### src/rtl/fpd_pkg.sv
`timescale 1ns / 1ps

package fpd_pkg;

  // width of every field on the channels
  localparam int FIELD_BITS = 32;

  // default format: q16.16 on a 32-bit word
  localparam int FRAC_BITS_DEF = 16;
  localparam int WORD_BITS_DEF = 32;

  // operand status from the preparation stage
  typedef struct packed {
    logic neg;       // result sign differs from positive
    logic div_zero;  // divisor is zero, result saturates
  } fpd_flags_t;

endpackage

### src/rtl/fpd_in_if.sv
`timescale 1ns / 1ps

interface fpd_in_if import fpd_pkg::*; ();
  logic                         valid;
  logic                         ready;
  logic signed [FIELD_BITS-1:0] dividend;
  logic signed [FIELD_BITS-1:0] divisor;

  modport source (output valid, output dividend, output divisor, input ready);
  modport sink   (input valid, input dividend, input divisor, output ready);
endinterface

### src/rtl/fpd_out_if.sv
`timescale 1ns / 1ps

interface fpd_out_if import fpd_pkg::*; ();
  logic                         valid;
  logic                         ready;
  logic signed [FIELD_BITS-1:0] quotient;

  modport source (output valid, output quotient, input ready);
  modport sink   (input valid, input quotient, output ready);
endinterface

### src/rtl/fpd_operand_prep.sv
`timescale 1ns / 1ps

module fpd_operand_prep import fpd_pkg::*; #(
  parameter int WORD_BITS = WORD_BITS_DEF
) (
  input  logic [WORD_BITS-1:0] word_a,
  input  logic [WORD_BITS-1:0] word_b,
  output logic [WORD_BITS-1:0] mag_a,
  output logic [WORD_BITS-1:0] mag_b,
  output fpd_flags_t           flags
);

  // two's complement magnitudes; the most negative word maps to 2^(w-1) unsigned
  assign mag_a = word_a[WORD_BITS-1] ? (~word_a + 1'b1) : word_a;
  assign mag_b = word_b[WORD_BITS-1] ? (~word_b + 1'b1) : word_b;

  // sign of the result and zero divisor detection
  assign flags.neg      = word_a[WORD_BITS-1] ^ word_b[WORD_BITS-1];
  assign flags.div_zero = (word_b == '0);

endmodule

### src/rtl/fpd_step_unit.sv
`timescale 1ns / 1ps

module fpd_step_unit import fpd_pkg::*; #(
  parameter int FRAC_BITS = FRAC_BITS_DEF,
  parameter int WORD_BITS = WORD_BITS_DEF
) (
  input  logic [WORD_BITS+FRAC_BITS-1:0] prod,
  input  logic [WORD_BITS+FRAC_BITS-1:0] shd,
  input  logic [WORD_BITS-1:0]           mag_a,
  output logic [WORD_BITS+FRAC_BITS-1:0] sum,
  output logic                           take
);

  localparam int PW = WORD_BITS + FRAC_BITS;

  logic [PW:0]        sum_full;
  logic [WORD_BITS:0] scaled;

  // product of the trial value and divisor, built from the running product
  assign sum_full = {1'b0, prod} + {1'b0, shd};
  assign scaled   = sum_full[PW:FRAC_BITS];

  // keep the trial bit when the truncated product stays at or below the dividend
  assign take = (scaled <= {1'b0, mag_a});
  assign sum  = sum_full[PW-1:0];

endmodule

### src/rtl/fixed_point_divider_top.sv
`timescale 1ns / 1ps

// Signed fixed-point divider (FRAC_BITS fraction bits in a WORD_BITS-bit word,
// sign-extended to the 32-bit fields). One operand beat gives one quotient beat;
// a zero divisor gives the largest positive value and a quotient too large to
// represent saturates in magnitude. Items are handled one at a time, with
// operand ready low while a division runs. An item is loaded, then shifted
// right once per step until the divisor magnitude is at most one
// (0 to WORD_BITS-1-FRAC_BITS shifts), the search is set up, WORD_BITS-1 bit
// trials run on the shared add-compare unit and the quotient is handed to
// the output register; a zero divisor goes from the load straight to the
// hand-over. The output register lets the next operands be taken while a
// quotient waits.

module fixed_point_divider_top import fpd_pkg::*; #(
  parameter int FRAC_BITS = FRAC_BITS_DEF,
  parameter int WORD_BITS = WORD_BITS_DEF
) (
  input  logic      clk,
  input  logic      rst,
  fpd_in_if.sink    operands,
  fpd_out_if.source result
);

  localparam int PW = WORD_BITS + FRAC_BITS;
  localparam logic [PW-1:0] UNIT = PW'(1) << FRAC_BITS;

  typedef enum logic [1:0] {
    ST_IDLE,
    ST_NORM,
    ST_SEARCH,
    ST_FINISH
  } state_t;

  state_t                 state;
  logic [WORD_BITS-1:0]   mag_a;
  logic [WORD_BITS-1:0]   mag_b;
  logic [PW-1:0]          prod;
  logic [PW-1:0]          shd;
  logic [WORD_BITS-2:0]   bitm;
  logic [WORD_BITS-2:0]   sol;
  logic                   neg;
  logic                   res_valid;
  logic [FIELD_BITS-1:0]  res_quotient;

  logic [WORD_BITS-1:0]   prep_mag_a;
  logic [WORD_BITS-1:0]   prep_mag_b;
  fpd_flags_t             prep_flags;
  logic [PW-1:0]          step_sum;
  logic                   step_take;
  logic signed [WORD_BITS-1:0] signed_q;
  logic                   res_free;

  // operand magnitudes and sign
  fpd_operand_prep #(
    .WORD_BITS (WORD_BITS)
  ) u_prep (
    .word_a (operands.dividend[WORD_BITS-1:0]),
    .word_b (operands.divisor[WORD_BITS-1:0]),
    .mag_a  (prep_mag_a),
    .mag_b  (prep_mag_b),
    .flags  (prep_flags)
  );

  // shared add-compare for the bit trials
  fpd_step_unit #(
    .FRAC_BITS (FRAC_BITS),
    .WORD_BITS (WORD_BITS)
  ) u_step (
    .prod  (prod),
    .shd   (shd),
    .mag_a (mag_a),
    .sum   (step_sum),
    .take  (step_take)
  );

  // sign restore on the magnitude
  assign signed_q = neg ? -$signed({1'b0, sol}) : $signed({1'b0, sol});
  assign res_free = !res_valid || result.ready;

  assign operands.ready  = (state == ST_IDLE);
  assign result.valid    = res_valid;
  assign result.quotient = res_quotient;

  // sequencer and datapath registers
  always_ff @(posedge clk) begin
    if (rst) begin
      state     <= ST_IDLE;
      res_valid <= 1'b0;
    end else begin
      // output register: loaded from the finish step, cleared when taken
      if (state == ST_FINISH && res_free) begin
        res_valid <= 1'b1;
      end else if (result.ready) begin
        res_valid <= 1'b0;
      end
      case (state)
        ST_IDLE: begin
          if (operands.valid) begin
            mag_a <= prep_mag_a;
            mag_b <= prep_mag_b;
            if (prep_flags.div_zero) begin
              sol   <= '1;
              neg   <= 1'b0;
              state <= ST_FINISH;
            end else begin
              neg   <= prep_flags.neg;
              state <= ST_NORM;
            end
          end
        end
        ST_NORM: begin
          // scale both down until the divisor is at most one
          if (PW'(mag_b) > UNIT) begin
            mag_a <= mag_a >> 1;
            mag_b <= mag_b >> 1;
          end else begin
            prod  <= '0;
            shd   <= PW'(mag_b) << (WORD_BITS - 2);
            bitm  <= (WORD_BITS-1)'(1) << (WORD_BITS - 2);
            sol   <= '0;
            state <= ST_SEARCH;
          end
        end
        ST_SEARCH: begin
          // one trial bit per cycle, from the top down
          if (step_take) begin
            prod <= step_sum;
            sol  <= sol | bitm;
          end
          shd  <= shd >> 1;
          bitm <= bitm >> 1;
          if (bitm[0]) begin
            state <= ST_FINISH;
          end
        end
        ST_FINISH: begin
          if (res_free) begin
            res_quotient <= FIELD_BITS'(signed_q);
            state        <= ST_IDLE;
          end
        end
        default: begin
          state <= ST_IDLE;
        end
      endcase
    end
  end

endmodule
### src/flat_wrapper.sv
// flat-port wrapper written by rule: the top's interface ports become plain ports
module fixed_point_divider_top_flat import fpd_pkg::*;
#(
  parameter int FRAC_BITS = FRAC_BITS_DEF,
  parameter int WORD_BITS = WORD_BITS_DEF
)
  (clk, rst, operands_valid, operands_dividend, operands_divisor, operands_ready, result_valid, result_quotient, result_ready);
  fpd_in_if operands_i ();
  fpd_out_if result_i ();
  input  logic clk;
  input  logic rst;
  input wire logic [$bits(operands_i.valid)-1:0] operands_valid;
  input wire logic [$bits(operands_i.dividend)-1:0] operands_dividend;
  input wire logic [$bits(operands_i.divisor)-1:0] operands_divisor;
  output wire logic [$bits(operands_i.ready)-1:0] operands_ready;
  output wire logic [$bits(result_i.valid)-1:0] result_valid;
  output wire logic [$bits(result_i.quotient)-1:0] result_quotient;
  input wire logic [$bits(result_i.ready)-1:0] result_ready;
  assign operands_i.valid = operands_valid;
  assign operands_i.dividend = operands_dividend;
  assign operands_i.divisor = operands_divisor;
  assign operands_ready = operands_i.ready;
  assign result_valid = result_i.valid;
  assign result_quotient = result_i.quotient;
  assign result_i.ready = result_ready;
  fixed_point_divider_top #(.FRAC_BITS(FRAC_BITS), .WORD_BITS(WORD_BITS)) u_core (.clk(clk), .rst(rst), .operands(operands_i), .result(result_i));
endmodule
### config.mk
export PLATFORM = sky130hd
export DESIGN_NAME = fixed_point_divider_top_flat
export DESIGN_NICKNAME = d
export VERILOG_FILES = /design/src/rtl/fpd_pkg.sv /design/src/rtl/fpd_in_if.sv /design/src/rtl/fpd_out_if.sv /design/src/rtl/fpd_operand_prep.sv /design/src/rtl/fpd_step_unit.sv /design/src/rtl/fixed_point_divider_top.sv /design/src/flat_wrapper.sv
export SDC_FILE = /design/constraint.sdc
export NUM_CORES = 1
export LEC_CHECK = 0
export BUFFER_PORTS_ARGS = -buffer_cell sky130_fd_sc_hd__buf_2
export CORE_UTILIZATION = 60
export CTS_BUF_LIST = sky130_fd_sc_hd__clkbuf_16
export DETAILED_ROUTE_END_ITERATION = 10
export GPL_TIMING_DRIVEN = 0
export PLACE_DENSITY = 0.84
export SYNTH_ARGS = -nofsm -noshare
export SYNTH_HDL_FRONTEND = slang
export SYNTH_SLANG_ARGS = --single-unit
### constraint.sdc
create_clock -name clk -period 14.3 [get_ports clk]
set_clock_uncertainty 0.1 [all_clocks]
set_input_delay 0 -clock clk [delete_from_list [all_inputs] [get_ports clk]]
set_output_delay 0 -clock clk [all_outputs]
set_load 0.02 [all_outputs]
# ---- Yosys cells after proc, flatten, opt, wreduce, memory -nomap -nowiden
# Cells that the tools add are included.
# Widths: inputs -> output; s select.
dict set report classes {
  add_sub_neg 4
  magnitude_cmp 2
  n_eq_ne 10
  mux 29
  n_bitwise 5
  n_reduce_logical 16
}
# operator count
set op_table {}
lappend op_table {{$mux 32} 6}
lappend op_table {{$pmux 48 s2} 2}
lappend op_table {{$mux 31} 6}
lappend op_table {{$mux 48} 3}
lappend op_table {{$pmux 32 s2} 2}
lappend op_table {{$pmux 31 s3} 1}
lappend op_table {{$add 32x1->32 const B} 2}
lappend op_table {{$not 32->32} 2}
lappend op_table {{$pmux 31 s2} 1}
lappend op_table {{$add 48x48->49} 1}
lappend op_table {{$le 33x32->1} 1}
lappend op_table {{$gt 32x17->1 const B} 1}
lappend op_table {{$logic_not 32->1} 1}
lappend op_table {{$neg 31->32} 1}
lappend op_table {{$or 31x31->31} 1}
lappend op_table {{$reduce_and 4->1} 3}
lappend op_table {{$mux 2} 5}
lappend op_table {{$ne 2x1->1 const B} 5}
lappend op_table {{$reduce_and 3->1} 3}
lappend op_table {{$pmux 2 s4} 1}
lappend op_table {{$reduce_and 6->1} 1}
lappend op_table {{$reduce_bool 2->1} 3}
lappend op_table {{$eq 2x2->1 const B} 2}
lappend op_table {{$ne 2x2->1 const B} 2}
lappend op_table {{9 further kinds} 10}
dict set report totals {
  regBits 258
  inputBits 68
  word_cells 77
}

# ---- Longest topological paths before layout
dict set report logic_depth {
  depth_word 5
  depth_mapped 19
}

# ---- Modules after synthesis
# From an unflattened synthesis, not the netlist that was laid out.
dict set report unflattened {
  hier_cells 1375
  hier_area_um2 15591.2
}
# module n_inst cells_per_inst area_each_um2 seq_area_each_um2
set by_module_without_submodules {}
lappend by_module_without_submodules {fixed_point_divider_top 1 700 10804.1 7717.4}
lappend by_module_without_submodules {fpd_step_unit 1 478 3395.8 0.0}
lappend by_module_without_submodules {fpd_operand_prep 1 197 1391.3 0.0}

# ---- Least setup slack after synthesis
# Ideal clock, no wire load.
dict set report synth_path {
  path_kind {register to register}
  start {register u_core.mag_b[12]}
  end {register u_core.prod[0], enable pin}
  setup_time_ns 0.523
  t_arrival_ns 9.940
  slack_ns 3.737
  stages_incl_launch_ff 7
  n_path_buf 0
  period_less_slack_ns 10.563
  path_cell_list {edfxtp_1 > nor4_1 > a41oi_1 > o21ai_1 > inv_1 > nor3_1 > nor3b_1}
}
dict set report synth_between {
  elab_chain_cells 3
}
# element line_no
set synth_lines {}
lappend synth_lines {{start, declared} fixed_point_divider_top.sv:37} ;# logic [WORD_BITS-1:0] mag_b;
lappend synth_lines {{start signal, assigned} fixed_point_divider_top.sv:101} ;# mag_b <= prep_mag_b;
lappend synth_lines {{start signal, assigned} fixed_point_divider_top.sv:116} ;# mag_b <= mag_b >> 1;
lappend synth_lines {{$gt 32x17->1} fixed_point_divider_top.sv:114} ;# if (PW'(mag_b) > UNIT) begin
lappend synth_lines {{$ne 2x2->1 (no source line)} --}
lappend synth_lines {{$reduce_and 4->1 (no source line)} --}
lappend synth_lines {{end signal, assigned} fixed_point_divider_top.sv:128} ;# prod <= step_sum;
lappend synth_lines {{end, declared} fixed_point_divider_top.sv:38} ;# logic [PW-1:0] prod;
# No other way between the ends.
# A chain may end at the register's enable or synchronous reset.

# ---- Worst setup path after layout
dict set report layout_path {
  start {register u_core.shd[9]}
  end {register u_core.sol[27], enable pin}
}
dict set report layout_between {
  elab_chain_cells 4
}
# element line_no
set layout_lines {}
lappend layout_lines {{start, declared} fixed_point_divider_top.sv:39} ;# logic [PW-1:0] shd;
lappend layout_lines {{start signal, assigned} fixed_point_divider_top.sv:119} ;# shd <= PW'(mag_b) << (WORD_BITS - 2);
lappend layout_lines {{start signal, assigned} fixed_point_divider_top.sv:131} ;# shd <= shd >> 1;
lappend layout_lines {{$add 48x48->49} fpd_step_unit.sv:20} ;# assign sum_full = {1'b0, prod} + {1'b0, shd};
lappend layout_lines {{net u_core.step_sum[28]} fixed_point_divider_top.sv:49} ;# logic [PW-1:0] step_sum;
lappend layout_lines {{$le 33x32->1} fpd_step_unit.sv:24} ;# assign take = (scaled <= {1'b0, mag_a});
lappend layout_lines {{$ne 2x1->1 (no source line)} --}
lappend layout_lines {{$reduce_and 6->1 (no source line)} --}
lappend layout_lines {{end signal, assigned} fixed_point_divider_top.sv:129} ;# sol <= sol | bitm;
lappend layout_lines {{end, declared} fixed_point_divider_top.sv:41} ;# logic [WORD_BITS-2:0] sol;
# The timed path passes the listed nets, and every way through them passes these cells.

==> flow_summary.toml <==
[outcome]
status = "complete, no violations"

[routing]
drc = 0
ant_nets = 0
vias = 12500
avgViaCountPerCell = 6.03
first_pass_iters = 5
drtIter0Drc = 1129
post_drt_wl_per_cell_um = 18.5
routed_wl_um = 38500

[hold_path]
worstHoldPathType = "primary input to register"
hold_end = "u_core.result.valid$_SDFFE_PP0P_"
hold_path.startpoint = "rst"
min_path_cells = 3

[flow_run]
maxCapViolations = 0

[sta]
fmax_mhz = 159
tightest_slew_ns = 1.06
final-max-slew-violation-count = 0
period_minus_slack_ns = 6.28
timing.final.crit_share_pct = 43.9
rsz0062_at_grt = "no"
hold-worst-slack_ns = 0.167
setup_tns_ns = 0
slew_headroom_pct = 28.7
final_hold_viol_count = 0
setup_viol = 0

[floorplanning]
die_w_um = 162
rows = 58
fp.dieArea_sq_mm = 0.0263
start_util_pct = 61.2
io_pins = 102
die-height_um = 162
coreArea_sq_mm = 0.0252

[clocking]
clk_pin_slew_ns = 0.06
clockRootBuffer = "clkbuf_16"
cts_max_path_buffers = 3
clk_latency_ns = 0.56
post_cts_resize_count = 0
cts_num_sinks = 258
cts_tree = "built"
htreeDepth = 1
postCtsSetupRepairBufs = 0
cts_hold_buf = 102
cts_made_buffers = 27

[yosys]
syn_area_per_cell_sq_um = 10.4
synthSimpleGateAreaFrac_pct = 16.2
synth_ff_type = "edfxtp_1"
ys_types = 62
ys_async_sr_fraction_pct = 0
yosysSeqAreaShare_pct = 50.1
synth_xor_xnor_area_share_pct = 7.27
synth_mux_area_share_pct = 1.70
synth_top_family_by_area = "simple AND/OR/NAND/NOR gates"
synth_compound_area_share_pct = 14.7
ys_warn_count = 0
yosys.area_share.adder_pct = 7.19
syn-num-nets = 1636
yosys_register_bits = 258
synth_edf_count = 255
netlist_area_sq_mm = 0.0154
synth_cells = 1480

[finish]
syn_to_final_growth_pct = 19.8
final_nets = 1884
fin_cells = 2080
fin_area_sq_mm = 0.0185
drive_above_1_share_pct = 11.1

[setup_path]
r2r_cells = 19
timing.rr.start = "u_core.shd[9]$_SDFFCE_PN0P_"
cp.arrival_ns = 6.43
reg2reg_slack_ns = 8.02
crit_required_ns = 14.45
cp_max_fo = 13
critPathLaunchType = "register"
cp-end-kind = "register"
critical_path_class = "register to register"
rr_endpoint = "u_core.sol[27]$_DFFE_PP_"

[global_routing]
first_global_vias = 12600
grt_pass1_wl_um = 62100
track_usage_pct = 29.7
grt_max_degree = 33
grt_antenna_before_repair = 2
overflow = 0

[placement]
place_inst = 1927
place_area_sq_mm = 0.0166
place.gp.congestion = 0.888
port_buffers = 101
hpwl_um = 25800

[pwr]
irDropWorstVdd_mv = 0.137
power_mw = 3.59
p_leak_nw = 7.03
power.density_mw_per_mm2 = 194
metal layers:
layer	GRT usage [%]	share of wire, %	vias up
met3	3.06	6.8	112
li1	-	-	5914
met5	0	0	-
met2	51.3	49	580
met1	37.9	41	5926
met4	13.0	3.9	0
final cells by class:
| class | count | area [sq um] |
|---|---|---|
| tap | 330 | 413 |
| clock inverter | 22 | 204 |
| inverter | 57 | 214 |
| buffer | 63 | 236 |
| clock buffer | 27 | 676 |
| multi-input combinational | 1102 | 7280 |
| fill | 1616 | 6720 |
| antenna | 2 | 5.00 |
| sequential | 258 | 7720 |
| timing repair buffer | 219 | 1720 |
worst max-delay path, cell delays in order (launching register included):
cell and delay (ns):
edfxtp_1 0.39, ha_1 0.29, clkbuf_1 0.26, a21oi_1 0.19
o21a_1 0.21, a2111oi_0 0.79, nor3_1 0.22, o31ai_1 0.32
xnor2_1 0.23, ha_1 0.31, nand4_1 0.11, nor4_1 0.10
nand2b_1 0.09, nand2_1 0.06, a2111oi_0 0.66, nand3b_1 0.23
a31oi_1 0.16, nor3_2 0.83, buf_6 0.25, buf_6 0.18
stage by stage:
| step | utilization (%) | setup WS (ns) |
|---|---|---|
| detailed placement | 65.8 | 8.14 |
| global route | 73.3 | 7.66 |
| CTS | 73.3 | 8.08 |
| finish | 73.3 | 8.02 |
| global placement | 64.9 | -0.368 |
| floorplan | - | 3.74 |
layout by cell type (no fill, tap or decap), types with 51 or more instances in the layout:
master	netlist	layout
o21ai_1	84	84
nor2_1	91	91
inv_1	57	59
a21oi_1	105	104
nand2_1	148	148
o21ai_0	51	51
buf_2	0	101
clkbuf_1	61	61
xnor2_1	51	51
edfxtp_1	255	255
ha_1	87	87
dlygate4sd3_1	0	102
xor2_1	77	77
and2_1	92	92
kinds of logic after synthesis:
kind of cell,after synthesis
AOI/OAI and AO/OA,373
xor gates and xnor gates,128
adders and majority gates,88
buffers and inverters,120
DFF,258
muxes,24
and+or+nand+nor,489
worst max path at each step:
stage                                 start                            end  slack [ns]  cells past startpoint
6_report        u_core.shd[9]$_SDFFCE_PN0P_       u_core.sol[27]$_DFFE_PP_        8.02                     19
5_1_grt         u_core.shd[9]$_SDFFCE_PN0P_       u_core.sol[25]$_DFFE_PP_        7.66                     19
4_1_cts         u_core.shd[9]$_SDFFCE_PN0P_       u_core.sol[27]$_DFFE_PP_        8.08                     19
3_5_place_dp    u_core.shd[8]$_SDFFCE_PN0P_        u_core.sol[8]$_DFFE_PP_        8.14                     20
3_3_place_gp   u_core.state[1]$_SDFFE_PP0P_  u_core.prod[20]$_SDFFCE_PN0P_       -0.37                      7
2_1_floorplan    u_core.mag_b[12]$_DFFE_PP_   u_core.prod[0]$_SDFFCE_PN0P_        3.74                      6
state kept, by name, indices dropped and copies added, names as in the netlist, 2 cells and up:
| signal | cells |
|---|---|
| u_core.result.quotient | 32 |
| u_core.prod | 48 |
| u_core.mag_a | 32 |
| u_core.bitm | 31 |
| u_core.shd | 48 |
| u_core.mag_b | 32 |
| u_core.sol | 31 |
| u_core.state | 2 |
cell usage after synthesis, types with 3 or more instances:
library cell | instances | area, sq um
mux2i_1 | 7 | 70.1
nand2b_1 | 17 | 106
a2111oi_0 | 3 | 26.3
mux2_2 | 17 | 191
a211o_1 | 3 | 26.3
xor2_1 | 77 | 674
a221oi_1 | 3 | 26.3
or2_1 | 4 | 25.0
nand4_1 | 21 | 131
ha_1 | 87 | 1090
o31a_1 | 3 | 26.3
o211ai_1 | 4 | 30.0
nor2b_1 | 17 | 106
nand2_1 | 148 | 556
nor2_1 | 91 | 342
inv_1 | 57 | 214
o31ai_1 | 26 | 195
or4_4 | 3 | 33.8
o21a_1 | 7 | 52.6
or4_1 | 13 | 97.6
o41ai_1 | 11 | 96.3
o21ai_1 | 84 | 420
clkbuf_1 | 61 | 229
dfxtp_1 | 3 | 60.1
a21oi_1 | 105 | 526
a211oi_1 | 6 | 45.0
and3_1 | 8 | 50.1
nor3_1 | 20 | 100
o221ai_1 | 3 | 26.3
o21ai_0 | 51 | 255
a21o_1 | 31 | 233
or3_1 | 13 | 81.3
o21bai_1 | 7 | 52.6
nor3b_1 | 8 | 60.1
xnor2_1 | 51 | 447
and2_1 | 92 | 576
nor4_1 | 11 | 68.8
a31oi_1 | 8 | 50.1
nand3_1 | 14 | 70.1
edfxtp_1 | 255 | 7660
or3_4 | 3 | 33.8
where the power goes:
group	internal [mW]	switching, mW
logic	0.615	1.00
registers	1.15	0.116
clock network	0.401	0.302
(Power assumes the default switching activity.)
